### src/design/bseb_pkg.sv
// Package for the bounded stack with bottom eviction.
// Holds action and status codes and the fixed field widths; no dependencies.
`default_nettype none

package bseb_pkg;

  // Fixed field widths
  localparam int unsigned WORD_W = 32;
  localparam int unsigned ACT_W  = 2;
  localparam int unsigned POS_W  = 3;
  localparam int unsigned STAT_W = 2;
  localparam int unsigned CNT_W  = 4;

  typedef enum logic [ACT_W-1:0] {
    ACT_PUSH   = 2'd0,
    ACT_POP    = 2'd1,
    ACT_PEEK   = 2'd2,
    ACT_CHANGE = 2'd3
  } action_e;

  typedef enum logic [STAT_W-1:0] {
    ST_OK        = 2'd0,
    ST_UNDERFLOW = 2'd1,
    ST_EVICTED   = 2'd2
  } status_e;

endpackage

`default_nettype wire

### src/design/bounded_stack_evict_bottom_unit.sv
// Top level of the bounded stack with bottom eviction.
// Depends on bseb_pkg and bseb_ram.
//
//   channel | direction | handshake            | words
//   --------+-----------+----------------------+------------------------------------------
//   in      | input     | in_valid_i/in_ready_o| action_i, value_i, position_i
//   out     | output    | out_valid_o/out_ready_i | read_value_o, status_o, fill_count_o,
//           |           |                      | is_empty_o, is_full_o
//
// One word per cycle while the output is not stalled; a result passes the registered read
// of the slot RAM and then the output register before it shows.
// Slots live in a circular RAM; a push on a full stack writes over the bottom slot and
// advances the base pointer, so the eviction is one write.
// Reset clears fill level, base pointer and per-slot valid bits at once (no clearing pass);
// a slot that is not valid reads as zero.
// A stalled output holds one result and one more in the RAM read stage, then in_ready_o drops.
`default_nettype none

module bounded_stack_evict_bottom_unit #(
  parameter int unsigned DEPTH = 8
) (
  input  wire logic                               clk_i,
  input  wire logic                               rst_ni,
  input  wire logic                               in_valid_i,
  output logic                                    in_ready_o,
  input  wire logic        [bseb_pkg::ACT_W-1:0]  action_i,
  input  wire logic signed [bseb_pkg::WORD_W-1:0] value_i,
  input  wire logic        [bseb_pkg::POS_W-1:0]  position_i,
  output logic                                    out_valid_o,
  input  wire logic                               out_ready_i,
  output logic signed      [bseb_pkg::WORD_W-1:0] read_value_o,
  output logic             [bseb_pkg::STAT_W-1:0] status_o,
  output logic             [bseb_pkg::CNT_W-1:0]  fill_count_o,
  output logic                                    is_empty_o,
  output logic                                    is_full_o
);

  localparam int unsigned AW = $clog2(DEPTH);
  localparam int unsigned FW = $clog2(DEPTH + 1);
  localparam int unsigned XW = (AW + 1 > bseb_pkg::POS_W) ? AW + 1 : bseb_pkg::POS_W;
  localparam int unsigned WW = bseb_pkg::WORD_W;

  // Stack pointers and slot valid bits
  logic [FW-1:0]    fill_q, fill_d;
  logic [AW-1:0]    base_q, base_d;
  logic [DEPTH-1:0] vld_q, vld_d;

  // Read stage
  logic                  s2_valid_q, s2_valid_d;
  logic                  s2_use_q;
  bseb_pkg::status_e     s2_status_q;
  logic [FW-1:0]         s2_fill_q;
  logic                  s2_empty_q, s2_full_q;
  logic                  s2_go;

  // Output register
  logic                  out_valid_q, out_valid_d;
  logic [WW-1:0]         out_value_q;
  bseb_pkg::status_e     out_status_q;
  logic [FW-1:0]         out_fill_q;
  logic                  out_empty_q, out_full_q;

  logic                  in_acc;
  bseb_pkg::action_e     act;
  logic                  full, empty, pos_ok;
  logic [XW-1:0]         logical;
  logic [XW:0]           sum, phys_wide;
  logic [AW-1:0]         phys, base_inc;
  logic                  ram_we, use_rd, clr_vld;
  bseb_pkg::status_e     status;
  logic [WW-1:0]         ram_rdata;
  logic [31:0]           fill_wide;

  assign s2_go      = !out_valid_q || out_ready_i;
  assign in_ready_o = !s2_valid_q || s2_go;
  assign in_acc     = in_valid_i && in_ready_o;
  assign act        = bseb_pkg::action_e'(action_i);

  assign full     = (fill_q == FW'(DEPTH));
  assign empty    = (fill_q == '0);
  assign pos_ok   = (32'(position_i) < 32'(DEPTH));
  assign base_inc = (base_q == AW'(DEPTH - 1)) ? '0 : base_q + 1'b1;

  // Decode the action against the current fill level
  always_comb begin
    logical = '0;
    ram_we  = 1'b0;
    use_rd  = 1'b0;
    clr_vld = 1'b0;
    status  = bseb_pkg::ST_OK;
    fill_d  = fill_q;
    base_d  = base_q;
    unique case (act)
      bseb_pkg::ACT_PUSH: begin
        logical = XW'(fill_q);
        ram_we  = 1'b1;
        if (full) begin
          base_d = base_inc;
          status = bseb_pkg::ST_EVICTED;
        end else begin
          fill_d = fill_q + 1'b1;
        end
      end
      bseb_pkg::ACT_POP: begin
        logical = XW'(fill_q) - 1'b1;
        if (empty) begin
          status = bseb_pkg::ST_UNDERFLOW;
        end else begin
          fill_d  = fill_q - 1'b1;
          use_rd  = 1'b1;
          clr_vld = 1'b1;
        end
      end
      bseb_pkg::ACT_PEEK: begin
        logical = XW'(position_i);
        if (empty) begin
          status = bseb_pkg::ST_UNDERFLOW;
        end else begin
          use_rd = pos_ok;
        end
      end
      bseb_pkg::ACT_CHANGE: begin
        logical = XW'(position_i);
        ram_we  = pos_ok;
      end
      default: begin
        logical = '0;
      end
    endcase
  end

  // Logical slot to physical RAM address, circular over DEPTH
  assign sum       = {1'b0, XW'(base_q)} + {1'b0, logical};
  assign phys_wide = (sum >= (XW + 1)'(DEPTH)) ? sum - (XW + 1)'(DEPTH) : sum;
  assign phys      = phys_wide[AW-1:0];

  // Valid bits: set on write, cleared on pop
  always_comb begin
    vld_d = vld_q;
    if (in_acc && ram_we) begin
      vld_d[phys] = 1'b1;
    end
    if (in_acc && clr_vld) begin
      vld_d[phys] = 1'b0;
    end
  end

  assign s2_valid_d  = in_acc ? 1'b1 : (s2_go ? 1'b0 : s2_valid_q);
  assign out_valid_d = (s2_valid_q && s2_go) ? 1'b1 : (out_ready_i ? 1'b0 : out_valid_q);

  // Control state
  always_ff @(posedge clk_i or negedge rst_ni) begin
    if (!rst_ni) begin
      fill_q      <= '0;
      base_q      <= '0;
      vld_q       <= '0;
      s2_valid_q  <= 1'b0;
      out_valid_q <= 1'b0;
    end else begin
      if (in_acc) begin
        fill_q <= fill_d;
        base_q <= base_d;
      end
      vld_q       <= vld_d;
      s2_valid_q  <= s2_valid_d;
      out_valid_q <= out_valid_d;
    end
  end

  // Read stage payload
  always_ff @(posedge clk_i) begin
    if (in_acc) begin
      s2_use_q    <= use_rd && vld_q[phys];
      s2_status_q <= status;
      s2_fill_q   <= fill_d;
      s2_empty_q  <= (fill_d == '0);
      s2_full_q   <= (fill_d == FW'(DEPTH));
    end
  end

  // Output register payload
  always_ff @(posedge clk_i) begin
    if (s2_valid_q && s2_go) begin
      out_value_q  <= s2_use_q ? ram_rdata : '0;
      out_status_q <= s2_status_q;
      out_fill_q   <= s2_fill_q;
      out_empty_q  <= s2_empty_q;
      out_full_q   <= s2_full_q;
    end
  end

  bseb_ram #(
    .Width (WW),
    .Depth (DEPTH)
  ) u_slots (
    .clk_i   (clk_i),
    .we_i    (in_acc && ram_we),
    .waddr_i (phys),
    .wdata_i (value_i),
    .re_i    (in_acc),
    .raddr_i (phys),
    .rdata_o (ram_rdata)
  );

  assign fill_wide    = 32'(out_fill_q);
  assign out_valid_o  = out_valid_q;
  assign read_value_o = out_value_q;
  assign status_o     = out_status_q;
  assign fill_count_o = fill_wide[bseb_pkg::CNT_W-1:0];
  assign is_empty_o   = out_empty_q;
  assign is_full_o    = out_full_q;

endmodule

`default_nettype wire

### src/design/bseb_ram.sv
// Generic single-port-write, single-port-read RAM with registered read data.
// No dependencies.
`default_nettype none

module bseb_ram #(
  parameter int unsigned Width = 32,
  parameter int unsigned Depth = 8
) (
  input  wire logic                     clk_i,
  input  wire logic                     we_i,
  input  wire logic [$clog2(Depth)-1:0] waddr_i,
  input  wire logic [Width-1:0]         wdata_i,
  input  wire logic                     re_i,
  input  wire logic [$clog2(Depth)-1:0] raddr_i,
  output logic      [Width-1:0]         rdata_o
);

  logic [Width-1:0] mem_q [Depth];
  logic [Width-1:0] rdata_q;

  // Write port
  always_ff @(posedge clk_i) begin
    if (we_i) begin
      mem_q[waddr_i] <= wdata_i;
    end
  end

  // Registered read port, holds when not enabled
  always_ff @(posedge clk_i) begin
    if (re_i) begin
      rdata_q <= mem_q[raddr_i];
    end
  end

  assign rdata_o = rdata_q;

endmodule

`default_nettype wire

### config.mk
export PLATFORM = sky130hd
export DESIGN_NAME = bounded_stack_evict_bottom_unit
export DESIGN_NICKNAME = d
export VERILOG_FILES = /design/src/design/bseb_pkg.sv /design/src/design/bounded_stack_evict_bottom_unit.sv /design/src/design/bseb_ram.sv
export SDC_FILE = /design/constraint.sdc
export NUM_CORES = 1
export LEC_CHECK = 0
export BUFFER_PORTS_ARGS = -buffer_cell sky130_fd_sc_hd__buf_2
export CORE_UTILIZATION = 55
export CTS_CLUSTER_DIAMETER = 120
export CTS_CLUSTER_SIZE = 30
export DETAILED_ROUTE_END_ITERATION = 8
export PLACE_DENSITY = 0.8
export RECOVER_POWER = 50
export SKIP_CTS_REPAIR_TIMING = 1
export SLEW_MARGIN = 25
export SYNTH_ARGS = -nofsm -noshare
export SYNTH_HDL_FRONTEND = slang
export SYNTH_SLANG_ARGS = --single-unit
### constraint.sdc
create_clock -name clk_i -period 11.9 [get_ports clk_i]
set_clock_uncertainty 0.15 [all_clocks]
set_input_delay 1.19 -clock clk_i [delete_from_list [all_inputs] [get_ports clk_i]]
set_output_delay 1.19 -clock clk_i [all_outputs]
set_load 0.1 [all_outputs]
==> run metrics, run 1 <==
Starting Density 0.567; drt first pass iters 5; hold path depth 0; status complete, but fails checks; Worst Max-Slew Pin Slew 2.96 ns; Antenna Cells 0; vias in the first global route 7020; setup tns final 0 ns; DIE AREA 25900 sq um; Crit path buffers/inverters 3; critical path required time 11.94 ns; kind of critical path in2reg; critical path arrival 5.52 ns; H-tree levels 1; Distinct cells, synth 52; top_reg_cell synth edfxtp_1; mapped cell area 13900 sq um; max-cap violations 2; period utilisation layout 0.460; reg-to-reg slack, setup 6.80 ns; Worst VDD drop 0.175 mV; TritonCTS Buffers 15; Final min period 5.48 ns; CTS tree built; worst r2r src out_valid_o; Min-Delay Path Class reg2reg; HP Start s2_fill_q[2]; hpwl dp 14.9 mm; Mean Syn Cell Area 18.2 sq um; CTS sink count 354; IO Count 83; Remaining DRCs 0; CP Max Fanout 48; Hold Path Sink fill_count_o[2]; antenna-violating nets left 0; fmax 183 MHz; row cnt 57; die width 161 microns; Overflow after GRT 0; Via density 5.94; Slew headroom -0.975; Critical Path Stages 7; Worst R2R End u_slots.mem_q[7][9]; CP Capture Type register; register area 10500 sq um; Async SR Flop Fraction 0.0480; Die Y 161 microns; ratio of cells with drive above 1 in the final layout 0.181; FILL cells 1736; sequential area share after synthesis 0.759; first-pass GRT wire length 39.7 mm; worst-path cell chain buf_2 -> nand3b_1 -> and2_2 -> clkbuf_1 -> nor2b_1 -> and3_1 -> buf_4; Synth Register Bits 354; endpoints failing setup 0; final hold viol count 0; CTS Root Buffer Type clkbuf_16; RSZ-0062 raised after global routing false; Multi-input gate area 3200 sq um; DR WL/cell 22.0 microns; largest net degree at the start of global routing 56; Finished Cell Area 15000 sq um; CP max stage delay 2.09 ns; clock-pin slew on the worst setup and hold paths 0.10 ns; core area 24500 sq um; gr usage total 0.202; Clock Latency Late Sink 0.50 ns; Worst Setup Start Kind input pin; slowest CP cell clkbuf_1; final wirelength 25.6 mm; Cell Pwr Density 193 nW/um^2; Initial DRC Count 737; syn nets 815; Post-Syn Instances 762; Area Growth Syn to Fin 8.20%; dpl cell area 14700 sq um; initial antenna violation count 0; CP delay by family, top buffers and inverters; IO Port Bufs 82; failing checks max-capacitance violations, max-slew violations; detailed-route via count 6898; Ys Warns 0; routability cong. 0.802; Nets 888; Pins Over Slew Limit 90; Leakage 5.05 nW; Clock Path Buffers 3; Post-synth EDFFs 337; R2R cell count 6
## registers in the layout, summed over array words and instances (netlist names), 2 cells and up
name	flops
base_q	3
fill_count_o	4
fill_q	4
read_value_o	32
s2_fill_q	4
s2_status_q	2
status_o	2
u_slots.mem_q	256
u_slots.rdata_o	32
vld_q	8
## worst reg2reg max path, stage by stage, from the launching register on
cell	delay, ns
dfrtp_1	0.41
nand3b_1	0.13
and2_2	0.15
clkbuf_1	2.09
nor2b_1	0.65
and3_1	0.80
buf_4	0.42
## metal layers
layer,global-route usage,vias to the layer above,part of all wire,routed length [microns]
met5,0,-,0,0
met2,0.335,250,0.48,12400
met3,0.0313,48,0.064,1630
li1,-,3092,-,-
met1,0.284,3508,0.43,11000
met4,0.0480,0,0.021,526
## synthesized netlist by cell type, types with 10 or more instances
master | n | share of area
ha_1 | 11 | 0.0099
mux4_2 | 50 | 0.081
edfxtp_1 | 337 | 0.73
nand3_1 | 24 | 0.0086
mux2i_1 | 20 | 0.014
dfrtp_1 | 17 | 0.031
clkbuf_1 | 21 | 0.0057
mux2_2 | 12 | 0.0097
nand2_1 | 84 | 0.023
and2_1 | 36 | 0.016
nor2_1 | 20 | 0.0054
a21oi_1 | 10 | 0.0036
buf_2 | 11 | 0.0040
## final cells by class
cell class / count / share of cell area
flip-flops and latches: 354 / 0.701
well taps: 324 / 0.0270
multi-input cells: 363 / 0.212
clock buffers: 18 / 0.0257
clock inverters: 2 / 0.00116
inverters: 5 / 0.00125
repair buffers: 96 / 0.0313
## power breakdown
group | internal [mW] | switching [mW] | total [mW]
combinational | 0.278 | 0.495 | 0.773
sequential | 1.50 | 0.0445 | 1.55
clock | 0.236 | 0.347 | 0.583
## placed cells by master (no fill, tap or decap), types with 3 or more instances in the layout
master / netlist / routed
nor2b_1: 7 / 7
dfrtp_1: 17 / 17
clkbuf_16: 0 / 15
buf_2: 11 / 49
mux2i_1: 20 / 20
buf_4: 1 / 11
o22ai_1: 5 / 5
nand2b_1: 9 / 9
nand3b_1: 3 / 3
clkbuf_1: 21 / 38
a21oi_1: 10 / 10
a221o_1: 3 / 3
ha_1: 11 / 10
a22oi_1: 3 / 3
nor3_1: 7 / 7
edfxtp_1: 337 / 337
and2_0: 0 / 21
mux4_2: 50 / 50
a2bb2oi_1: 8 / 8
and4_1: 4 / 4
o21ai_0: 4 / 4
mux2_2: 12 / 12
and2_1: 36 / 14
a211oi_1: 8 / 8
nand2_1: 84 / 84
inv_1: 5 / 5
nor2_1: 20 / 20
nand3_1: 24 / 24
and3_1: 9 / 9
## metrics by stage
step	power, mW	std cells	hold WS [ns]	setup slack [ns]	util
final	2.90	1162	0.283	6.42	0.613
after global routing	3.03	1162	0.287	6.04	0.613
after CTS	2.92	1161	0.285	6.24	0.614
after detailed placement	2.36	1141	0.259	5.72	0.598
after global placement	2.33	1141	0.252	5.86	0.598
after floorplan	2.17	762	0.250	6.57	-
## worst max path at each step
stage	from	endpoint	slack, ns
finish	out_ready_i	u_slots.mem_q[7][9]	6.42
global placement	action_i[0]	u_slots.mem_q[7][1]	5.86
floorplan	out_ready_i	u_slots.mem_q[4][0]	6.57
detailed placement	action_i[0]	u_slots.mem_q[7][1]	5.72
CTS	action_i[0]	u_slots.mem_q[7][1]	6.24
global route	out_ready_i	u_slots.mem_q[7][2]	6.04
## logic make-up after synthesis
family / Yosys count / share of synthesized area
buffers and inverters: 45 / 0.0140
adder cells (fa/ha/maj): 12 / 0.0113
AND/OR/NAND/NOR: 210 / 0.0754
AO/OA/AOI/OAI: 52 / 0.0280
flip-flops: 354 / 0.759
XOR/XNOR: 5 / 0.00558
multiplexers: 84 / 0.107
Note: power is estimated with default switching activity, not from simulation.
==> run 2, diff against run 1 <==
--- a/config.mk
+++ b/config.mk
@@ -6,11 +6,11 @@
 export NUM_CORES = 1
 export LEC_CHECK = 0
 export BUFFER_PORTS_ARGS = -buffer_cell sky130_fd_sc_hd__buf_2
-export CORE_UTILIZATION = 55
+export CORE_UTILIZATION = 54
 export CTS_CLUSTER_DIAMETER = 120
 export CTS_CLUSTER_SIZE = 30
 export DETAILED_ROUTE_END_ITERATION = 8
-export PLACE_DENSITY = 0.8
+export PLACE_DENSITY = 0.82
 export RECOVER_POWER = 50
 export SKIP_CTS_REPAIR_TIMING = 1
 export SLEW_MARGIN = 25
==> constraint.sdc (replaced) <==
create_clock -name clk_i -period 4.65 [get_ports clk_i]
set_clock_uncertainty 0.15 [all_clocks]
set_input_delay 0.465 -clock clk_i [delete_from_list [all_inputs] [get_ports clk_i]]
set_output_delay 0.465 -clock clk_i [all_outputs]
set_load 0.1 [all_outputs]
==> run 2 against run 1 <==
The run still ends with max-capacitance violations, max-slew violations left. Highest routed layer unchanged. Via count grew 2.3%. Clock power grew to 2.6 times the previous value. Utilization shrank 0.89 points. Power grew to 2.6 times the previous value. Global-route usage grew 0.15 points. Final cell count grew 2.6%. Sequential share of layout area shrank 0.80 points. Register-to-register slack lost 6.0 ns. Worst setup slack lost 5.6 ns. Non-clock buffer count grew 20. Critical endpoint is now u_slots.rdata_o[7]. Flip-flop and latch count is the same. Hold slack lost 0.27 ns.
==> run metrics, run 2 (synthesis results as in run 1) <==
Overflow after GRT 0 (unchanged); period utilisation layout 0.820; Post-Place Worst Slack 0.460 ns (-5.26 ns); CTS sink count 354 (unchanged); antenna-violating nets left 0 (unchanged); hpwl dp 16.3 mm (+9.5%); Worst VDD drop 0.304 mV (+73%); Core Util, Final 0.604 (-0.00887); TritonCTS Buffers 15 (unchanged); CTS tree built; row cnt 58 (+1.8%); final wirelength 26.4 mm (+3.2%); critical path arrival 3.92 ns (-1.60 ns); slowest CP cell xnor2_4; Remaining DRCs 0 (unchanged); failing checks max-capacitance violations, max-slew violations; Pins Over Slew Limit 69 (-23%); core area 25200 sq um (+2.6%); DIE AREA 26400 sq um (+1.8%); Min Hold Slack 0.0176 ns (-0.265 ns); Crit path buffers/inverters 3 (unchanged); Via density 5.92 (-0.23%); total power 7.49 mW (+160%); worst-path cell chain inv_1 -> ha_1 -> inv_1 -> a221oi_1 -> a21oi_1 -> fa_2 -> xor2_1 -> xnor2_4 -> buf_4 -> mux2i_1 -> a221o_1; Clock Path Buffers 3 (unchanged); Leakage 5.16 nW (+2.3%); largest net degree at the start of global routing 41 (-27%); ratio of cells with drive above 1 in the final layout 0.196 (+0.0147); first-pass GRT wire length 40.2 mm (+1.4%); gr usage total 0.203 (+0.00150); Die Y 162 microns (+0.91%); H-tree levels 1 (unchanged); CP Max Fanout 21 (-56%); critical path required time 4.76 ns (-7.18 ns); vias in the first global route 7115 (+1.4%); DR WL/cell 22.1 microns (+0.60%); commonest non-fill, non-tap cells in the layout 337 x edfxtp_1, 84 x nand2_1, 50 x mux4_2; Final min period 3.81 ns; Cell Pwr Density 492 nW/um^2 (+160%); Slew headroom -0.957 (+0.0177); IO Count 83 (unchanged); initial antenna violation count 0 (unchanged); Nets 908 (+2.3%); CTS Root Buffer Type clkbuf_16; Starting Density 0.552 (-0.0146); Clock Latency Late Sink 0.51 ns (about the same); kind of critical path reg2reg; Min-Delay Path Class in2reg; CP max stage delay 0.56 ns (-1.53 ns); RSZ-0062 raised after global routing false; Reg with most FFs u_slots.mem_q; PnR worst setup slack 0.839 ns (-5.59 ns); routability cong. 0.813 (+1.4%); detailed-route via count 7060 (+2.3%); dpl cell area 14800 sq um (+1.1%); endpoints failing setup 0 (unchanged); placed insts 1166 (+2.2%); Worst Max-Slew Pin Slew 2.93 ns (-0.0282 ns); die width 162 microns (+0.91%); final instance count without filler cells 1192 (+2.6%); final hold viol count 0 (unchanged); drt first pass iters 5 (unchanged); most common cell after layout, fill and taps aside edfxtp_1; clock-pin slew on the worst setup and hold paths 0.12 ns (+0.02 ns); CP Capture Type register; Worst Setup Start Kind register; max FFs per register 256 (unchanged); Area Growth Syn to Fin 9.45%; status complete, but fails checks; Most Frequent Cell on Critical Path inv_1; Antenna Cells 0 (unchanged); Finished Cell Area 15200 sq um (+1.2%); fmax 262 MHz; setup tns final 0 ns (unchanged); IO Port Bufs 82 (unchanged); max-cap violations 2 (unchanged); Initial DRC Count 738 (+0.14%); CP delay by family, top XOR/XNOR gates
## run 2: cell count changes in the layout (fill, tap and decap cells not counted), sizes merged
cell         previous run  this run
buf                    61        81
dlygate4sd3             0         1
inv                     6         5
clkbuf                 53        57
## run 2: routing by layer
layer | track usage | part of all wire | up-vias
met2 | 0.331 | 0.49 | 278
met5 | 0 | 0 | -
met1 | 0.285 | 0.42 | 3599
met3 | 0.0344 | 0.073 | 50
li1 | - | - | 3133
met4 | 0.0592 | 0.024 | 0
## run 2: where the power goes
part,internal (mW),leakage [nW],switching [mW]
clock,0.617,0.198,0.880
combinational,0.755,1.65,1.28
sequential,3.85,3.31,0.119
total,5.22,5.16,2.27
## run 2: final timing paths
kind	start	end	slack (ns)	cells after the start
min in group asynchronous	rst_ni	out_valid_o	0.48	2
worst max-delay path	fill_q[1]	u_slots.rdata_o[7]	0.84	11
worst max register to register	fill_q[1]	u_slots.rdata_o[7]	0.84	11
worst min register to register	s2_status_q[1]	status_o[1]	0.28	0
max in group asynchronous	rst_ni	vld_q[2]	3.22	2
worst min-delay path	in_valid_i	s2_valid_q	0.02	2
## run 2: final cells by class
| type | count | area (sq um) |
|---|---|---|
| sequential | 354 | 10500 |
| fill | 1778 | 9970 |
| multi-input combinational | 363 | 3190 |
| timing repair buffer | 116 | 636 |
| tap | 330 | 413 |
| clock buffer | 23 | 405 |
| inverter | 5 | 18.8 |
| clock inverter | 1 | 8.76 |
==> run 3, diff against run 2 <==
--- a/config.mk
+++ b/config.mk
@@ -5,12 +5,13 @@
 export SDC_FILE = /design/constraint.sdc
 export NUM_CORES = 1
 export LEC_CHECK = 0
+export ABC_AREA = 1
 export BUFFER_PORTS_ARGS = -buffer_cell sky130_fd_sc_hd__buf_2
-export CORE_UTILIZATION = 54
+export CORE_UTILIZATION = 55
 export CTS_CLUSTER_DIAMETER = 120
 export CTS_CLUSTER_SIZE = 30
 export DETAILED_ROUTE_END_ITERATION = 8
-export PLACE_DENSITY = 0.82
+export PLACE_DENSITY = 0.8
 export RECOVER_POWER = 50
 export SKIP_CTS_REPAIR_TIMING = 1
 export SLEW_MARGIN = 25
==> constraint.sdc (replaced) <==
create_clock -name clk_i -period 3.8 [get_ports clk_i]
set_clock_uncertainty 0.15 [all_clocks]
set_input_delay 0.38 -clock clk_i [delete_from_list [all_inputs] [get_ports clk_i]]
set_output_delay 0.38 -clock clk_i [all_outputs]
set_load 0.1 [all_outputs]
==> run 3 against run 2 <==
The run still ends with max-capacitance violations, max-slew violations left. Synthesized area rose by 1.2%. Hold slack got worse by 0.014 ns. Fmax is 16% higher. First-iteration DRC count increased by 40%. Synthesized cell count up 48%. Sequential share of layout area is 0.64 points lower.
==> run metrics, run 3 <==
final wirelength 28.2 mm (+7.0%); RSZ-0062 raised after global routing false; largest net degree at the start of global routing 145 (+250%); Distinct cells, synth 33 (-37%); Worst Max-Slew Pin Slew 2.45 ns (-0.486 ns); kind of critical path reg2reg; reg-to-reg slack, setup 0.51 ns (-0.33 ns); Nets 1257 (+38%); antenna-violating nets left 0 (unchanged); final instance count without filler cells 1542 (+29%); biggest area consumer among synthesized cells edfxtp_1; Starting Density 0.560 (+0.00807); Post-synth EDFFs 337 (unchanged); HP Start out_ready_i; Overflow after GRT 0 (unchanged); first-pass GRT wire length 44.6 mm (+11%); Min-Delay Path Class in2reg; die width 162 microns (-0.33%); TritonCTS Buffers 15 (unchanged); Pins Over Slew Limit 74 (+7.2%); Cell Pwr Density 789 nW/um^2 (+60%); Slew headroom -0.632 (+0.325); most common cell after layout, fill and taps aside nand2_1; Remaining DRCs 0 (unchanged); R2R cell count 11 (unchanged); top cells by area, synth edfxtp_1 72%, nand2_1 9.5%, a21oi_1 5.1%, dfrtp_1 3.0%, inv_1 1.8%; Worst R2R End u_slots.rdata_o[22]; detailed-route via count 8651 (+23%); Multi-input gate area 3030 sq um (-4.8%); commonest non-fill, non-tap cells in the layout 357 x nand2_1, 337 x edfxtp_1, 141 x a21oi_1; hold path depth 4 (+2); max-cap violations 2 (unchanged); Finished Cell Area 15400 sq um (+0.94%); Synth Register Bits 354 (unchanged); initial antenna violation count 0 (unchanged); H-tree levels 1 (unchanged); Area Growth Syn to Fin 9.20%; Die Y 162 microns (-0.33%); mapped cell area 14100 sq um (+1.2%); CTS tree built; fmax 304 MHz (+16%); DIE AREA 26200 sq um (-0.66%); hpwl dp 17.1 mm (+4.9%); failing checks max-capacitance violations, max-slew violations; top_reg_cell synth edfxtp_1; Initial DRC Count 1034 (+40%); Final min period 3.29 ns (-0.518 ns); DR WL/cell 18.3 microns (-17%); row cnt 58 (unchanged); CP Capture Type register; gr usage total 0.219 (+0.0157); placed insts 1515 (+30%); dpl cell area 15000 sq um (+1.1%); core area 25100 sq um (-0.29%); sequential area share after synthesis 0.750 (-0.00878); syn nets 1184 (+45%); Post-Syn Instances 1131 (+48%); Worst Setup Start Kind register; CP Max Fanout 28 (+33%); IO Port Bufs 82 (unchanged); FILL cells 1931 (+8.6%); Ys Warns 0 (unchanged); vias in the first global route 8662 (+22%); Hold Path Sink out_valid_o; CTS sink count 354 (unchanged); drt first pass iters 5 (unchanged); max FFs per register 256 (unchanged); Mean Syn Cell Area 12.4 sq um (-32%); register area 10500 sq um (unchanged); Clock Latency Late Sink 0.51 ns (about the same); status complete, but fails checks; setup tns final 0 ns (unchanged); IO Count 83 (unchanged); worst r2r src fill_q[0]; Async SR Flop Fraction 0.0480 (unchanged); critical path arrival 3.38 ns (-0.54 ns); CTS Root Buffer Type clkbuf_16; endpoints failing setup 0 (unchanged); ratio of cells with drive above 1 in the final layout 0.0718 (-0.124); routability cong. 0.849 (+4.3%); Leakage 5.70 nW (+11%); critical path required time 3.89 ns (-0.87 ns); Core Util, Final 0.612 (+0.00743); Antenna Cells 0 (unchanged); Reg with most FFs u_slots.mem_q; final hold viol count 0 (unchanged); period utilisation layout 0.867 (+0.0471); Post-synth top cells 357 x nand2_1, 337 x edfxtp_1, 142 x a21oi_1; Worst VDD drop 0.584 mV (+92%); Clock Path Buffers 3 (unchanged); area share of the largest cell type after synthesis 0.720 (-0.00842); Via density 5.61 (-5.3%); most frequent cell after synthesis nand2_1; clock-pin slew on the worst setup and hold paths 0.11 ns (about the same)
[run 3: metrics by stage]
step	power (mW)	worst slack, ns	hold slack, ns
2_1_floorplan	8.89	0.181	-0.0656
3_3_place_gp	10.2	0.443	0.188
3_5_place_dp	10.3	0.353	0.194
4_1_cts	12.2	0.519	-0.353
5_1_grt	12.8	0.227	0.0125
6_report	12.1	0.506	0.00369
[run 3: worst max-delay path by stage]
stage                                 endpoint         from  slack (ns)  cells past startpoint
after floorplan                       vld_q[0]  out_valid_o        0.18                      6
after global placement     u_slots.mem_q[3][2]  action_i[0]        0.44                     15
after detailed placement  u_slots.mem_q[1][18]  action_i[0]        0.35                     15
after CTS                  u_slots.rdata_o[20]    fill_q[0]        0.52                     11
after global routing      u_slots.mem_q[3][14]    fill_q[0]        0.23                     14
final                      u_slots.rdata_o[22]    fill_q[0]        0.51                     11
[run 3: worst max-delay path, cell delays in order (launching register included)]
cell and delay (ns):
dfrtp_1 0.43, inv_1 0.18, ha_1 0.29, o22ai_1 0.17
nor2_1 0.06, a21oi_1 0.21, fa_2 0.53, inv_2 0.18
buf_4 0.35, a21oi_1 0.07, o21ai_0 0.26, nand2_1 0.12
[run 3: layout make-up]
class / instances / area share
repair buffers: 115 / 0.0442
flip-flops and latches: 354 / 0.687
clock buffers: 24 / 0.0266
well taps: 330 / 0.0269
multi-input cells: 648 / 0.198
inverters: 70 / 0.0174
clock inverters: 1 / 0.000570
[run 3: cells by family (layout without fill, tap and decap cells)]
kind of cell	count (synthesis)	after routing	share of synthesized area
AO/OA/AOI/OAI	227	227	0.0874
XOR/XNOR	3	3	0.00187
adder cells (fa/ha/maj)	12	12	0.0112
buffers and inverters	129	210	0.0363
flip-flops	354	354	0.750
multiplexers	1	1	0.000801
AND/OR/NAND/NOR	405	405	0.113
[run 3: per-layer routing]
metal / up-vias / wire length (microns) / global-route usage
met5: - / 0 / 0
met4: 0 / 658 / 0.0669
met3: 49 / 2050 / 0.0283
met2: 371 / 14200 / 0.382
met1: 4153 / 11400 / 0.287
li1: 4078 / - / -
[run 3: where the power goes]
part           internal [mW]  total (mW)  switching [mW]
clock network          0.759        1.86            1.10
registers               5.11        5.30           0.188
logic                   1.31        4.96            3.65
total                   7.18        12.1            4.93
